===== config.mk =====
export PLATFORM = sky130hd
export DESIGN_NAME = vcmi_emit
export DESIGN_NICKNAME = d
export VERILOG_FILES = /design/src/rtl/vcmi_pkg.sv /design/src/rtl/vcmi_emit.sv
export SDC_FILE = /design/constraint.sdc
export NUM_CORES = 1
export LEC_CHECK = 0
export ABC_AREA = 1
export BUFFER_PORTS_ARGS = -buffer_cell sky130_fd_sc_hd__buf_2
export CAP_MARGIN = 40
export CORE_UTILIZATION = 28
export DETAILED_ROUTE_END_ITERATION = 10
export PLACE_DENSITY = 0.61
export RECOVER_POWER = 100
export SYNTH_ARGS = -nofsm -noshare
export SYNTH_HDL_FRONTEND = slang
export SYNTH_SLANG_ARGS = --single-unit

===== constraint.sdc =====
create_clock -name clk -period 6.3 [get_ports clk]
set_input_delay 0.63 -clock clk [delete_from_list [all_inputs] [get_ports clk]]
set_output_delay 0.63 -clock clk [all_outputs]
set_load 0.05 [all_outputs]

===== src/rtl/vcmi_pkg.sv =====
// shared types, constants and cube tables for the voxel cube mesh indexer
package vcmi_pkg;

  localparam int ID_W      = 13;
  localparam int CRD_W     = 4;
  localparam int CNR_W     = 5;
  localparam int EXT_W     = 5;
  localparam int EPOCH_W   = 2;
  localparam int IDX_W     = 6;
  localparam int N_CORNERS = 8;
  localparam int CFG_IDX_W = 2;

  localparam logic [IDX_W-1:0] LAST_IDX = 6'd35;
  localparam logic [EXT_W-1:0] EXT_RESET = 5'd16;

  // configuration register indexes
  localparam logic [CFG_IDX_W-1:0] REG_EXTENT_X = 2'd0;
  localparam logic [CFG_IDX_W-1:0] REG_EXTENT_Y = 2'd1;
  localparam logic [CFG_IDX_W-1:0] REG_EXTENT_Z = 2'd2;

  typedef logic [ID_W-1:0]    vid_t;
  typedef logic [2:0]         corner_t;
  typedef logic [EPOCH_W-1:0] epoch_t;

  // one map entry: present flag, epoch mark it was written in, vertex id
  typedef struct packed {
    logic   present;
    epoch_t epoch;
    vid_t   id;
  } map_ent_t;

  typedef struct packed {
    logic [CRD_W-1:0] x;
    logic [CRD_W-1:0] y;
    logic [CRD_W-1:0] z;
  } voxel_t;

  // resolved corner of the current voxel
  typedef struct packed {
    vid_t id;
    logic fresh;
  } corner_ent_t;

  typedef struct packed {
    logic [N_CORNERS-1:0]        valid;
    corner_ent_t [N_CORNERS-1:0] ent;
  } corner_file_t;

  // corner slot used by each of the 36 triangle indices
  function automatic corner_t cube_corner(input logic [IDX_W-1:0] i);
    corner_t c;
    c = 3'd0;
    unique case (i)
      6'd6, 6'd11, 6'd18, 6'd23, 6'd34:         c = 3'd0;
      6'd7, 6'd16, 6'd30, 6'd35:                c = 3'd1;
      6'd8, 6'd9, 6'd12, 6'd17, 6'd24, 6'd29:   c = 3'd2;
      6'd10, 6'd22, 6'd25:                      c = 3'd3;
      6'd0, 6'd5, 6'd19, 6'd32, 6'd33:          c = 3'd4;
      6'd1, 6'd14, 6'd15, 6'd31:                c = 3'd5;
      6'd2, 6'd3, 6'd13, 6'd28:                 c = 3'd6;
      6'd4, 6'd20, 6'd21, 6'd26, 6'd27:         c = 3'd7;
      default:                                  c = 3'd0;
    endcase
    return c;
  endfunction

  // true where a slot shows up for the first time in the index list
  function automatic logic first_use(input logic [IDX_W-1:0] i);
    logic f;
    f = 1'b0;
    unique case (i)
      6'd0, 6'd1, 6'd2, 6'd4, 6'd6, 6'd7, 6'd8, 6'd10: f = 1'b1;
      default:                                         f = 1'b0;
    endcase
    return f;
  endfunction

  // grid offset of a slot: bit0 dx, bit1 dy, bit2 dz
  function automatic corner_t corner_off(input corner_t s);
    corner_t o;
    o = 3'd0;
    unique case (s)
      3'd0: o = 3'd0;
      3'd1: o = 3'd1;
      3'd2: o = 3'd3;
      3'd3: o = 3'd2;
      3'd4: o = 3'd4;
      3'd5: o = 3'd5;
      3'd6: o = 3'd7;
      3'd7: o = 3'd6;
      default: o = 3'd0;
    endcase
    return o;
  endfunction

endpackage


===== src/rtl/vcmi_emit.sv =====
// index emitter: walks the 36 cube indices, one result beat per cycle once resolved
module vcmi_emit (
  input  logic                          clk,
  input  logic                          rst,
  input  logic                          launch,
  input  vcmi_pkg::voxel_t              voxel,
  input  vcmi_pkg::corner_file_t        cfile,
  output logic                          fin,
  output logic                          result_strobe,
  output logic [vcmi_pkg::ID_W-1:0]     vertex_index,
  output logic                          is_new_vertex,
  output logic [vcmi_pkg::CNR_W-1:0]    corner_x,
  output logic [vcmi_pkg::CNR_W-1:0]    corner_y,
  output logic [vcmi_pkg::CNR_W-1:0]    corner_z,
  output logic                          last_of_voxel
);
  import vcmi_pkg::*;

  logic             active;
  logic [IDX_W-1:0] step;
  corner_t          slot;
  corner_t          off;
  logic             fire;

  // step waits until its corner has been resolved
  always_comb begin
    slot = cube_corner(step);
    off  = corner_off(slot);
    fire = active && cfile.valid[slot];
    fin  = fire && (step == LAST_IDX);
  end

  // step control
  always_ff @(posedge clk) begin
    if (rst) begin
      active        <= 1'b0;
      step          <= '0;
      result_strobe <= 1'b0;
      last_of_voxel <= 1'b0;
    end else begin
      result_strobe <= fire;
      last_of_voxel <= fin;
      if (launch) begin
        active <= 1'b1;
        step   <= '0;
      end else if (fire) begin
        step <= step + IDX_W'(1);
        if (step == LAST_IDX) begin
          active <= 1'b0;
        end
      end
    end
  end

  // result beat payload
  always_ff @(posedge clk) begin
    if (fire) begin
      vertex_index  <= cfile.ent[slot].id;
      is_new_vertex <= cfile.ent[slot].fresh && first_use(step);
      corner_x      <= CNR_W'(voxel.x) + CNR_W'(off[0]);
      corner_y      <= CNR_W'(voxel.y) + CNR_W'(off[1]);
      corner_z      <= CNR_W'(voxel.z) + CNR_W'(off[2]);
    end
  end

endmodule


==> results.tsv <==
metric	value	unit
mean post-synth cell area	7.32	um^2
Synth warnings	0	
chip height	105	um
delay-heaviest family, CP	buffers and inverters	
H-tree depth	2	
reg2reg end	slot[2]	
min Tclk post-route	4020	ps
CP max FO	32	
maxcap violations	0	
synthesis-stage register bit count	42	
Longest Clk Path Bufs	2	
Power, Total	0.000825	W
std cell rows	37	
Total Routed Length	10100	um
die area	11100	um^2
Setup violations, final	0	
Die W	105	um
GP Congestion	0.917	
crit path buf inv count	2	
FF-to-FF Start	slot[1]	
first-pass GRT wire length	15400	um
Yosys top cell area share	29.1	%
clock slew at reported path FFs	90	ps
CP max stage delay	1020	ps
P&R area growth vs syn	32.5	%
top_reg_cell synth	edfxtp_1	
DR iter-0 viols	225	
Setup CP Type	reg -> reg	
synthesized instance count	408	
Starting Density	28.9	%
register area share after synthesis	37.9	%
R2R setup slack	2280	ps
Slew Viols, Final	0	
core area	10300	um^2
grt total ovfl	0	
Worst Hold Depth	2	
dpl hpwl	7930	um
flip-flop and latch area	1130	um^2
root buf cell	clkbuf_8	
FFs w/ async S/R, synth	0	%
Synthesized Nets	556	
num ports	167	
vias in the first global route	3069	
met1 Use GR	22.4	%
TNS Setup	0	ps
WL/cell	14.4	um
GRT met3 Usage	2.84	%
# clock sinks	42	
antenna-violating nets left	0	
synth unique cells	29	
layer with the highest usage	met2	
fin crit share	63.8	%
multi-input logic area	1610	um^2
Post-CTS Setup Bufs	0	
post-synth top area cell	edfxtp_1	
# fillers	1105	
TritonCTS Buffers	5	
number of diodes	0	
cts repair resizes	0	
top-count cell post-synth	nor2_1	
largest net degree at the start of global routing	61	
Peak Freq	249	MHz
Overall Global Routing Usage	17.8	%
Port Buf Inserts	166	
Detailed Routing Iterations Pass 1	4	
Vias/cell	4.76	
top area cells in the synthesized netlist	edfxtp_1 29%, nor2_1 13%, o21ai_0 9.4%, dfxtp_1 8.7%, nand2_1 5.7%	
initial antenna violation count	0	
Worst-Skew Late Latency	300	ps
synth cell count leaders	105 x nor2_1, 56 x o21ai_0, 45 x nand2_1	
crit start category	flip-flop	
Crit path top cell by count	nand3_1	
EDFF count, synth	29	
layout cell share with drive strength beyond 1	28.1	%
Slew HR	5.85	%
unrepaired setup endpoints after global routing	false	
hold_buf cts	0	
Required @ worst endpoint	6540	ps
Hold Path Class	in -> reg	
Hold Fails Final Rpt	0	
CTS tree	done	
r2r worst-path depth	11	
Non-Filler Instances	698	
hold endpoint	last_of_voxel	
Worst EP arrival	4260	ps
GR Layer Usage met2	30.1	%
pwr/cell area	208	nW/um^2
detailed-route DRC error count	0	
CP cell instances	clkbuf_1 -> nand3_1 -> nand3_1 -> nand3_1 -> inv_1 -> nand2_1 -> o21ai_0 -> nand2_1 -> nor3_1 -> nand3_1 -> nand2_1	
status	finished, final reports clean	
slowest stage cell, crit path	clkbuf_1	
Leak	1.88	nW
Synth Cell Area	2990	um^2
slew of the pin with the lowest slew margin	1410	ps
Max Clock Skew	10.8	ps
Vias	3323	
Final Net Count	709	
Cells after DPL	690	
Peak supply drop	0.000133	V
hold path startpoint	rst	
Critical Path Sink Type	flip-flop	
## kinds of logic (layout without fill, tap and decap cells)
logic type,after synthesis,count (layout),share of synthesized area (%)
buffers and inverters,55,209,7.24
xor gates and xnor gates,11,11,3.22
AOI/OAI and AO/OA,93,93,17.2
adders and majority gates,13,13,5.44
and+or+nand+nor,194,194,29.0
DFF,42,42,37.9
## metrics by stage
step | utilization [%] | hold slack [ps] | cell area [um^2] | setup WS, ps
3_3_place_gp | 37.9 | 561 | 3910 | 3010
4_1_cts | 39.1 | 526 | 4040 | 3400
5_1_grt | 38.4 | 549 | 3960 | 1770
6_report | 38.4 | 532 | 3960 | 2280
3_5_place_dp | 38.0 | 556 | 3930 | 3520
2_1_floorplan | - | 543 | 2990 | 3900
## report_power, final
group | switching [W] | total, W | internal [W] | leakage (nW)
clock network | 0.0000953 | 0.000212 | 0.000117 | 0.0579
registers | 0.0000127 | 0.000339 | 0.000326 | 0.376
logic | 0.000189 | 0.000274 | 0.0000854 | 1.44
total | 0.000297 | 0.000825 | 0.000528 | 1.88
## worst max-delay path by stage
stage	startpoint	to	slack, ps	cells past startpoint
floorplan	cfile[119]	fin	3900	6
global placement	slot[0]	slot[0]	3010	18
detailed placement	slot[1]	slot[0]	3520	11
CTS	slot[1]	fin	3400	6
global route	slot[1]	slot[2]	1770	11
finish	slot[1]	slot[2]	2280	11
## layout by cell type (no fill, tap or decap), drive strengths merged, types with 15 or more instances in the layout
cell type,netlist,routed
o22ai,15,15
nand3,27,27
nor2,107,107
nand2,50,50
o21ai,59,59
inv,33,33
edfxtp,29,29
buf,1,135
clkbuf,21,38
## routing by layer
metal | wire (um) | up-vias
met1 | 4410 | 1490
met4 | 252 | 0
met3 | 546 | 18
met5 | 0 | -
met2 | 4870 | 131
li1 | - | 1684
## sequential cells by signal, indices dropped and copies added (netlist names), named ones only
name           flops
corner_z           5
slot               3
is_new_vertex      1
result_strobe      1
last_of_voxel      1
vertex_index      13
step               6
active             1
corner_y           5
corner_x           5
## cell type report
type	count	area share, %
Sequential cell	42	28.6
Inverter	33	3.19
Clock buffer	5	1.74
Multi-Input combinational cell	311	40.6
Timing Repair Buffer	168	20.6
Clock inverter	3	1.01
Tap cell	136	4.30
No activity file was read; power rests on OpenSTA's default activity.
