<file path="src/rtl/vcmi_pkg.sv">
// shared types, constants and cube tables for the voxel cube mesh indexer
package vcmi_pkg;

  localparam int ID_W      = 13;
  localparam int CRD_W     = 4;
  localparam int CNR_W     = 5;
  localparam int EXT_W     = 5;
  localparam int EPOCH_W   = 2;
  localparam int IDX_W     = 6;
  localparam int N_CORNERS = 8;
  localparam int CFG_IDX_W = 2;

  localparam logic [IDX_W-1:0] LAST_IDX = 6'd35;
  localparam logic [EXT_W-1:0] EXT_RESET = 5'd16;

  // configuration register indexes
  localparam logic [CFG_IDX_W-1:0] REG_EXTENT_X = 2'd0;
  localparam logic [CFG_IDX_W-1:0] REG_EXTENT_Y = 2'd1;
  localparam logic [CFG_IDX_W-1:0] REG_EXTENT_Z = 2'd2;

  typedef logic [ID_W-1:0]    vid_t;
  typedef logic [2:0]         corner_t;
  typedef logic [EPOCH_W-1:0] epoch_t;

  // one map entry: present flag, epoch mark it was written in, vertex id
  typedef struct packed {
    logic   present;
    epoch_t epoch;
    vid_t   id;
  } map_ent_t;

  typedef struct packed {
    logic [CRD_W-1:0] x;
    logic [CRD_W-1:0] y;
    logic [CRD_W-1:0] z;
  } voxel_t;

  // resolved corner of the current voxel
  typedef struct packed {
    vid_t id;
    logic fresh;
  } corner_ent_t;

  typedef struct packed {
    logic [N_CORNERS-1:0]        valid;
    corner_ent_t [N_CORNERS-1:0] ent;
  } corner_file_t;

  // corner slot used by each of the 36 triangle indices
  function automatic corner_t cube_corner(input logic [IDX_W-1:0] i);
    corner_t c;
    c = 3'd0;
    unique case (i)
      6'd6, 6'd11, 6'd18, 6'd23, 6'd34:         c = 3'd0;
      6'd7, 6'd16, 6'd30, 6'd35:                c = 3'd1;
      6'd8, 6'd9, 6'd12, 6'd17, 6'd24, 6'd29:   c = 3'd2;
      6'd10, 6'd22, 6'd25:                      c = 3'd3;
      6'd0, 6'd5, 6'd19, 6'd32, 6'd33:          c = 3'd4;
      6'd1, 6'd14, 6'd15, 6'd31:                c = 3'd5;
      6'd2, 6'd3, 6'd13, 6'd28:                 c = 3'd6;
      6'd4, 6'd20, 6'd21, 6'd26, 6'd27:         c = 3'd7;
      default:                                  c = 3'd0;
    endcase
    return c;
  endfunction

  // true where a slot shows up for the first time in the index list
  function automatic logic first_use(input logic [IDX_W-1:0] i);
    logic f;
    f = 1'b0;
    unique case (i)
      6'd0, 6'd1, 6'd2, 6'd4, 6'd6, 6'd7, 6'd8, 6'd10: f = 1'b1;
      default:                                         f = 1'b0;
    endcase
    return f;
  endfunction

  // grid offset of a slot: bit0 dx, bit1 dy, bit2 dz
  function automatic corner_t corner_off(input corner_t s);
    corner_t o;
    o = 3'd0;
    unique case (s)
      3'd0: o = 3'd0;
      3'd1: o = 3'd1;
      3'd2: o = 3'd3;
      3'd3: o = 3'd2;
      3'd4: o = 3'd4;
      3'd5: o = 3'd5;
      3'd6: o = 3'd7;
      3'd7: o = 3'd6;
      default: o = 3'd0;
    endcase
    return o;
  endfunction

endpackage

</file>
<file path="src/rtl/vcmi_resolve.sv">
// corner resolver: looks up the 8 corners of a voxel and assigns new vertex ids
module vcmi_resolve #(
  parameter int MAX_EXTENT = 16
) (
  input  logic                    clk,
  input  logic                    rst,
  input  logic                    launch,
  input  logic                    clr_count,
  input  vcmi_pkg::voxel_t        voxel,
  input  vcmi_pkg::epoch_t        epoch,
  output logic                    rd_en,
  output logic [$clog2((MAX_EXTENT+1)*(MAX_EXTENT+1)*(MAX_EXTENT+1))-1:0] rd_addr,
  input  vcmi_pkg::map_ent_t      rd_data,
  output logic                    wr_en,
  output logic [$clog2((MAX_EXTENT+1)*(MAX_EXTENT+1)*(MAX_EXTENT+1))-1:0] wr_addr,
  output vcmi_pkg::map_ent_t      wr_data,
  output vcmi_pkg::corner_file_t  cfile
);
  import vcmi_pkg::*;

  localparam int SIDE   = MAX_EXTENT + 1;
  localparam int ADDR_W = $clog2(SIDE * SIDE * SIDE);

  logic                 issuing;
  logic [2:0]           k;
  logic                 p_valid;
  corner_t              p_slot;
  logic [ADDR_W-1:0]    p_addr;
  vid_t                 vcount;
  logic [N_CORNERS-1:0] cvalid;
  corner_ent_t [N_CORNERS-1:0] cent;

  corner_t          slot_k;
  corner_t          off;
  logic [CNR_W-1:0] cx;
  logic [CNR_W-1:0] cy;
  logic [CNR_W-1:0] cz;
  logic             hit;

  // slots are looked up in first-use order 4,5,6,7,0,1,2,3
  always_comb begin
    slot_k  = k ^ 3'b100;
    off     = corner_off(slot_k);
    cx      = CNR_W'(voxel.x) + CNR_W'(off[0]);
    cy      = CNR_W'(voxel.y) + CNR_W'(off[1]);
    cz      = CNR_W'(voxel.z) + CNR_W'(off[2]);
    rd_en   = issuing;
    rd_addr = ADDR_W'(cx) + ADDR_W'(cy) * ADDR_W'(SIDE) + ADDR_W'(cz) * ADDR_W'(SIDE * SIDE);
  end

  // entry counts only if written under the current epoch
  assign hit     = rd_data.present && (rd_data.epoch == epoch);
  assign wr_en   = p_valid && !hit;
  assign wr_addr = p_addr;
  assign wr_data = '{present: 1'b1, epoch: epoch, id: vcount};
  assign cfile   = '{valid: cvalid, ent: cent};

  // lookup issue and response tracking
  always_ff @(posedge clk) begin
    if (rst) begin
      issuing <= 1'b0;
      k       <= 3'd0;
      p_valid <= 1'b0;
      cvalid  <= '0;
      vcount  <= '0;
    end else begin
      p_valid <= issuing;
      if (launch) begin
        issuing <= 1'b1;
        k       <= 3'd0;
        cvalid  <= '0;
      end else if (issuing) begin
        k <= k + 3'd1;
        if (k == 3'd7) begin
          issuing <= 1'b0;
        end
      end
      if (p_valid) begin
        cvalid[p_slot] <= 1'b1;
      end
      if (clr_count) begin
        vcount <= '0;
      end else if (p_valid && !hit) begin
        vcount <= vcount + vid_t'(1);
      end
    end
  end

  // lookup payload and corner file contents
  always_ff @(posedge clk) begin
    p_slot <= slot_k;
    p_addr <= rd_addr;
    if (p_valid) begin
      cent[p_slot] <= hit ? corner_ent_t'{id: rd_data.id, fresh: 1'b0}
                          : corner_ent_t'{id: vcount, fresh: 1'b1};
    end
  end

endmodule

</file>
<file path="config.mk">
export PLATFORM = sky130hd
export DESIGN_NAME = vcmi_resolve
export DESIGN_NICKNAME = d
export VERILOG_FILES = /design/src/rtl/vcmi_pkg.sv /design/src/rtl/vcmi_resolve.sv
export SDC_FILE = /design/constraint.sdc
export NUM_CORES = 1
export LEC_CHECK = 0
export BUFFER_PORTS_ARGS = -buffer_cell sky130_fd_sc_hd__buf_2
export CAP_MARGIN = 20
export CORE_MARGIN = 2
export CORE_UTILIZATION = 50
export CTS_CLUSTER_SIZE = 8
export DETAILED_ROUTE_END_ITERATION = 6
export GPL_ROUTABILITY_DRIVEN = 0
export PLACE_DENSITY = 0.79
export SLEW_MARGIN = 20
export SYNTH_ARGS = -nofsm -noshare
export SYNTH_HDL_FRONTEND = slang
export SYNTH_SLANG_ARGS = --single-unit
</file>
<file path="constraint.sdc">
create_clock -name clk -period 6.5 [get_ports clk]
set_input_delay 1.3 -clock clk [delete_from_list [all_inputs] [get_ports clk]]
set_output_delay 1.3 -clock clk [all_outputs]
set_load 0.1 [all_outputs]
</file>
==> out/summary.txt <==
Crit path from -> voxel[0]
Setup CP Type -> input pin to primary output
Initial core utilization -> 50.83%
Worst EP required -> 5.20 ns
Worst path depth -> 18
Clock-pin slew on the worst setup and hold paths -> 0.06 ns
Library cells used by synthesis -> 39
# hold bufs at CTS -> 0
Max-Slew Margin vs Limit -> 29.60%
Global Route Usage Sum -> 21.42%
Initial antenna violation count -> 0
First-pass GRT wire length -> 20.51 mm
Post-route DRC -> 0
Syn-to-layout area delta -> 33.35%
Worst r2r src -> k[2]
Footprint of the multi-input gates -> 0.001862 mm2
Clock skew -> 0.008817 ns
CTS tree -> yes
Worst vdd ir -> 0.0005199 V
Fin nets -> 682
Slowest library cell on the worst path -> fa_1
Cell-by-cell trace of the critical path -> buf_2 -> ha_1 -> ha_2 -> and3_4 -> ha_1 -> ha_1 -> inv_1 -> fa_1 -> inv_1 -> ha_1 -> ha_1 -> ha_4 -> o21a_1 -> a31o_2 -> o41ai_2 -> buf_4 -> xor2_4 -> buf_12
Post-Layout Inst Area -> 0.008074 mm2
# H-tree levels -> 4
Buffers added on ports -> 196
Combinational family with the most area after synthesis -> adder cells
Critical Path Max Stage Delay -> 0.50 ns
Hold Fails Final Rpt -> 0
Core box area -> 0.01191 mm2
Worst-Margin Slew -> 1.053 ns
Critical path capture point type -> primary output
Vias -> 3917
Clock Power Share -> 33.9%
R2r endpoint -> wr_addr[12]
Power consumption -> 3106 uW
DRT Wirelength -> 13.88 mm
CTS Buf Count -> 17
Sequential area share after synthesis -> 69.44%
Highest clock rate -> 157.4 MHz
1st-iter DRT viols -> 301
Largest delay contributor family on the critical path -> adder cells
Net Count, Synth -> 470
FFs w/ async S/R, synth -> 0%
Fin. max-slew vios -> 0
Sw Pwr -> 1160 uW
Later-pin clock latency in the skew report -> 0.41 ns
Synth Area in Adders -> 11.61%
YS warnings -> 0
Post-route ant nets -> 0
Synthesized area -> 0.006055 mm2
CP endpoint -> rd_addr[12]
Multiplexer area fraction after synthesis -> 2.914%
Clock buffer depth -> 2
Internal power component -> 1945 uW
Net Sw Frac -> 37.36%
Tmin final -> 6.354 ns
Post-synth EDFFs -> 112
Post-CTS Resized -> 0
Xor and xnor fraction of the mapped netlist area -> 3.906%
Sink Count -> 154
Vias in the first global route -> 3863
Die W -> 114.0 um
Sequential power share -> 35.5%
Simple-gate area share of the yosys netlist -> 6.158%
Drt first pass iters -> 5
Syn Inst Count -> 384
Die area -> 0.01301 mm2
Final worst-path cycle share -> 97.75%
Register area -> 0.004204 mm2
Die height -> 114.0 um
FILL cells -> 826
Leakage -> 0.003508 uW
Synth Area in Compound Gates -> 3.782%
Crit path top cell by count -> ha_1
RSZ-0062 raised after global routing -> no
GRT overflow -> 0
Synth Flop Type -> edfxtp_1
CP bufs+invs -> 5
Pin count of the biggest net entering global routing -> 22
Wirelength per Cell -> 18.35 um
HP Class -> register to register
Worst Reg-to-Reg Cells -> 17
Vias per inst -> 5.181
Status -> completed
Cell Area, Placed -> 0.007405 mm2
Fraction of layout cells with a size suffix above 1 -> 45.16%
Signal arrival time at the worst endpoint -> 5.05 ns
CTS root buf -> clkbuf_16
HPWL Detailed -> 9.917 mm
Syn avg cell area -> 15.77 um2
Part of the power in combinational logic -> 30.6%
Setup violators final -> 0
Reg2reg setup slack -> 2.55 ns
MaxCap Viol Count -> 0
Worst-path maximum fanout -> 4
Yosys reg bits -> 154
Pwr/cell area -> 384.7 mW/mm2
# IOs -> 198
Antenna diodes -> 0
Type of origin of the critical path -> input pin
Rows -> 40
Post-CTS setup buffers -> 0
through the flow:
| step | setup slack, ns | cells | setup TNS (ns) | util (%) | hold slack (ns) |
|---|---|---|---|---|---|
| floorplan | -0.1761 | 384 | -0.3257 | - | 0.3682 |
| global placement | 0.1166 | 724 | 0 | 62.16 | 0.3769 |
| detailed placement | 0.04303 | 724 | 0 | 62.16 | 0.3903 |
| CTS | 0.03068 | 756 | 0 | 67.51 | 0.4023 |
| global route | 0.006092 | 756 | 0 | 67.78 | 0.4193 |
| finish | 0.1459 | 756 | 0 | 67.78 | 0.4032 |
worst register-to-register path, stage by stage (launching register included):
cell and delay, ns:
dfxtp_1 0.35, inv_1 0.07, ha_1 0.20, ha_2 0.20
and3_4 0.19, ha_1 0.28, ha_1 0.14, inv_1 0.05
fa_1 0.50, inv_1 0.04, ha_1 0.26, ha_1 0.33
ha_4 0.27, o21a_1 0.12, a31o_2 0.29, o41ai_2 0.21
buf_4 0.18, xor2_4 0.18
power groups by stage:
stage          clock network, uW  registers [uW]  logic [uW]
2_1_floorplan                  0            1410         479
3_3_place_gp                   0            1120         935
3_5_place_dp                   0            1130         943
4_1_cts                     1060            1100         947
5_1_grt                     1100            1110         983
6_report                    1050            1100         950
cells in the final DEF, fill, tap and decap left out, drive strengths merged, types with 11 or more instances in the layout:
| master | instances |
|---|---|
| ha | 45 |
| xnor2 | 15 |
| buf | 200 |
| dfxtp | 42 |
| nand3 | 13 |
| mux2 | 13 |
| a21oi | 11 |
| xor2 | 12 |
| clkbuf | 17 |
| inv | 27 |
| edfxtp | 112 |
| nor2 | 24 |
synth_stat cells (5+ instances only):
| library cell | instances | area share (%) |
|---|---|---|
| a21o_1 | 5 | 0.62 |
| a21oi_1 | 11 | 0.91 |
| dfxtp_1 | 42 | 14 |
| edfxtp_1 | 112 | 56 |
| fa_1 | 7 | 2.3 |
| ha_1 | 45 | 9.3 |
| inv_1 | 22 | 1.4 |
| mux2_2 | 13 | 2.4 |
| nand2_1 | 7 | 0.43 |
| nand2b_1 | 5 | 0.52 |
| nand3_1 | 12 | 0.99 |
| nor2_1 | 24 | 1.5 |
| nor2b_1 | 7 | 0.72 |
| nor3_1 | 5 | 0.41 |
| xnor2_1 | 15 | 2.2 |
| xor2_1 | 12 | 1.7 |
how the worst min path moves through the flow:
stage                     startpoint        end  slack (ns)  cells past startpoint
after global placement          k[0]  p_slot[0]        0.38                      0
after floorplan                 k[0]  p_slot[0]        0.37                      0
after global routing            k[0]  p_slot[0]        0.42                      0
after detailed placement        k[0]  p_slot[0]        0.39                      0
after CTS                       k[0]  p_slot[0]        0.40                      0
final                           k[0]  p_slot[0]        0.40                      0
sequential cells by signal (all words and copies together), names as in the netlist:
signal   count
k            3
p_slot       3
cvalid       8
p_valid      1
cfile      112
wr_addr     13
rd_en        1
vcount      13
area by class of cell:
class	instances	share of cell area [%]
clock buffer	17	5.269
multi-input combinational	200	23.06
sequential	154	52.07
timing repair buffer	200	13.64
tap	147	2.278
inverter	23	1.069
clock inverter	15	2.619
kinds of logic (layout without fill, tap and decap cells):
group | after synthesis | count (layout)
compound gates | 30 | 30
xor+xnor | 27 | 27
fa+ha+maj | 52 | 52
buf+inv | 30 | 255
flops | 154 | 154
mux | 16 | 16
other cells | 1 | 1
simple gates | 74 | 74
layer usage:
metal  vias up  part of all wire, %  track usage, %
met4         0                  1.3           8.780
met2       173                   52           36.31
met3        17                  5.0           4.676
li1       1823                    -               -
met1      1904                   42           26.79
met5         -                    0               0
Note: power is estimated with default switching activity, not from simulation.
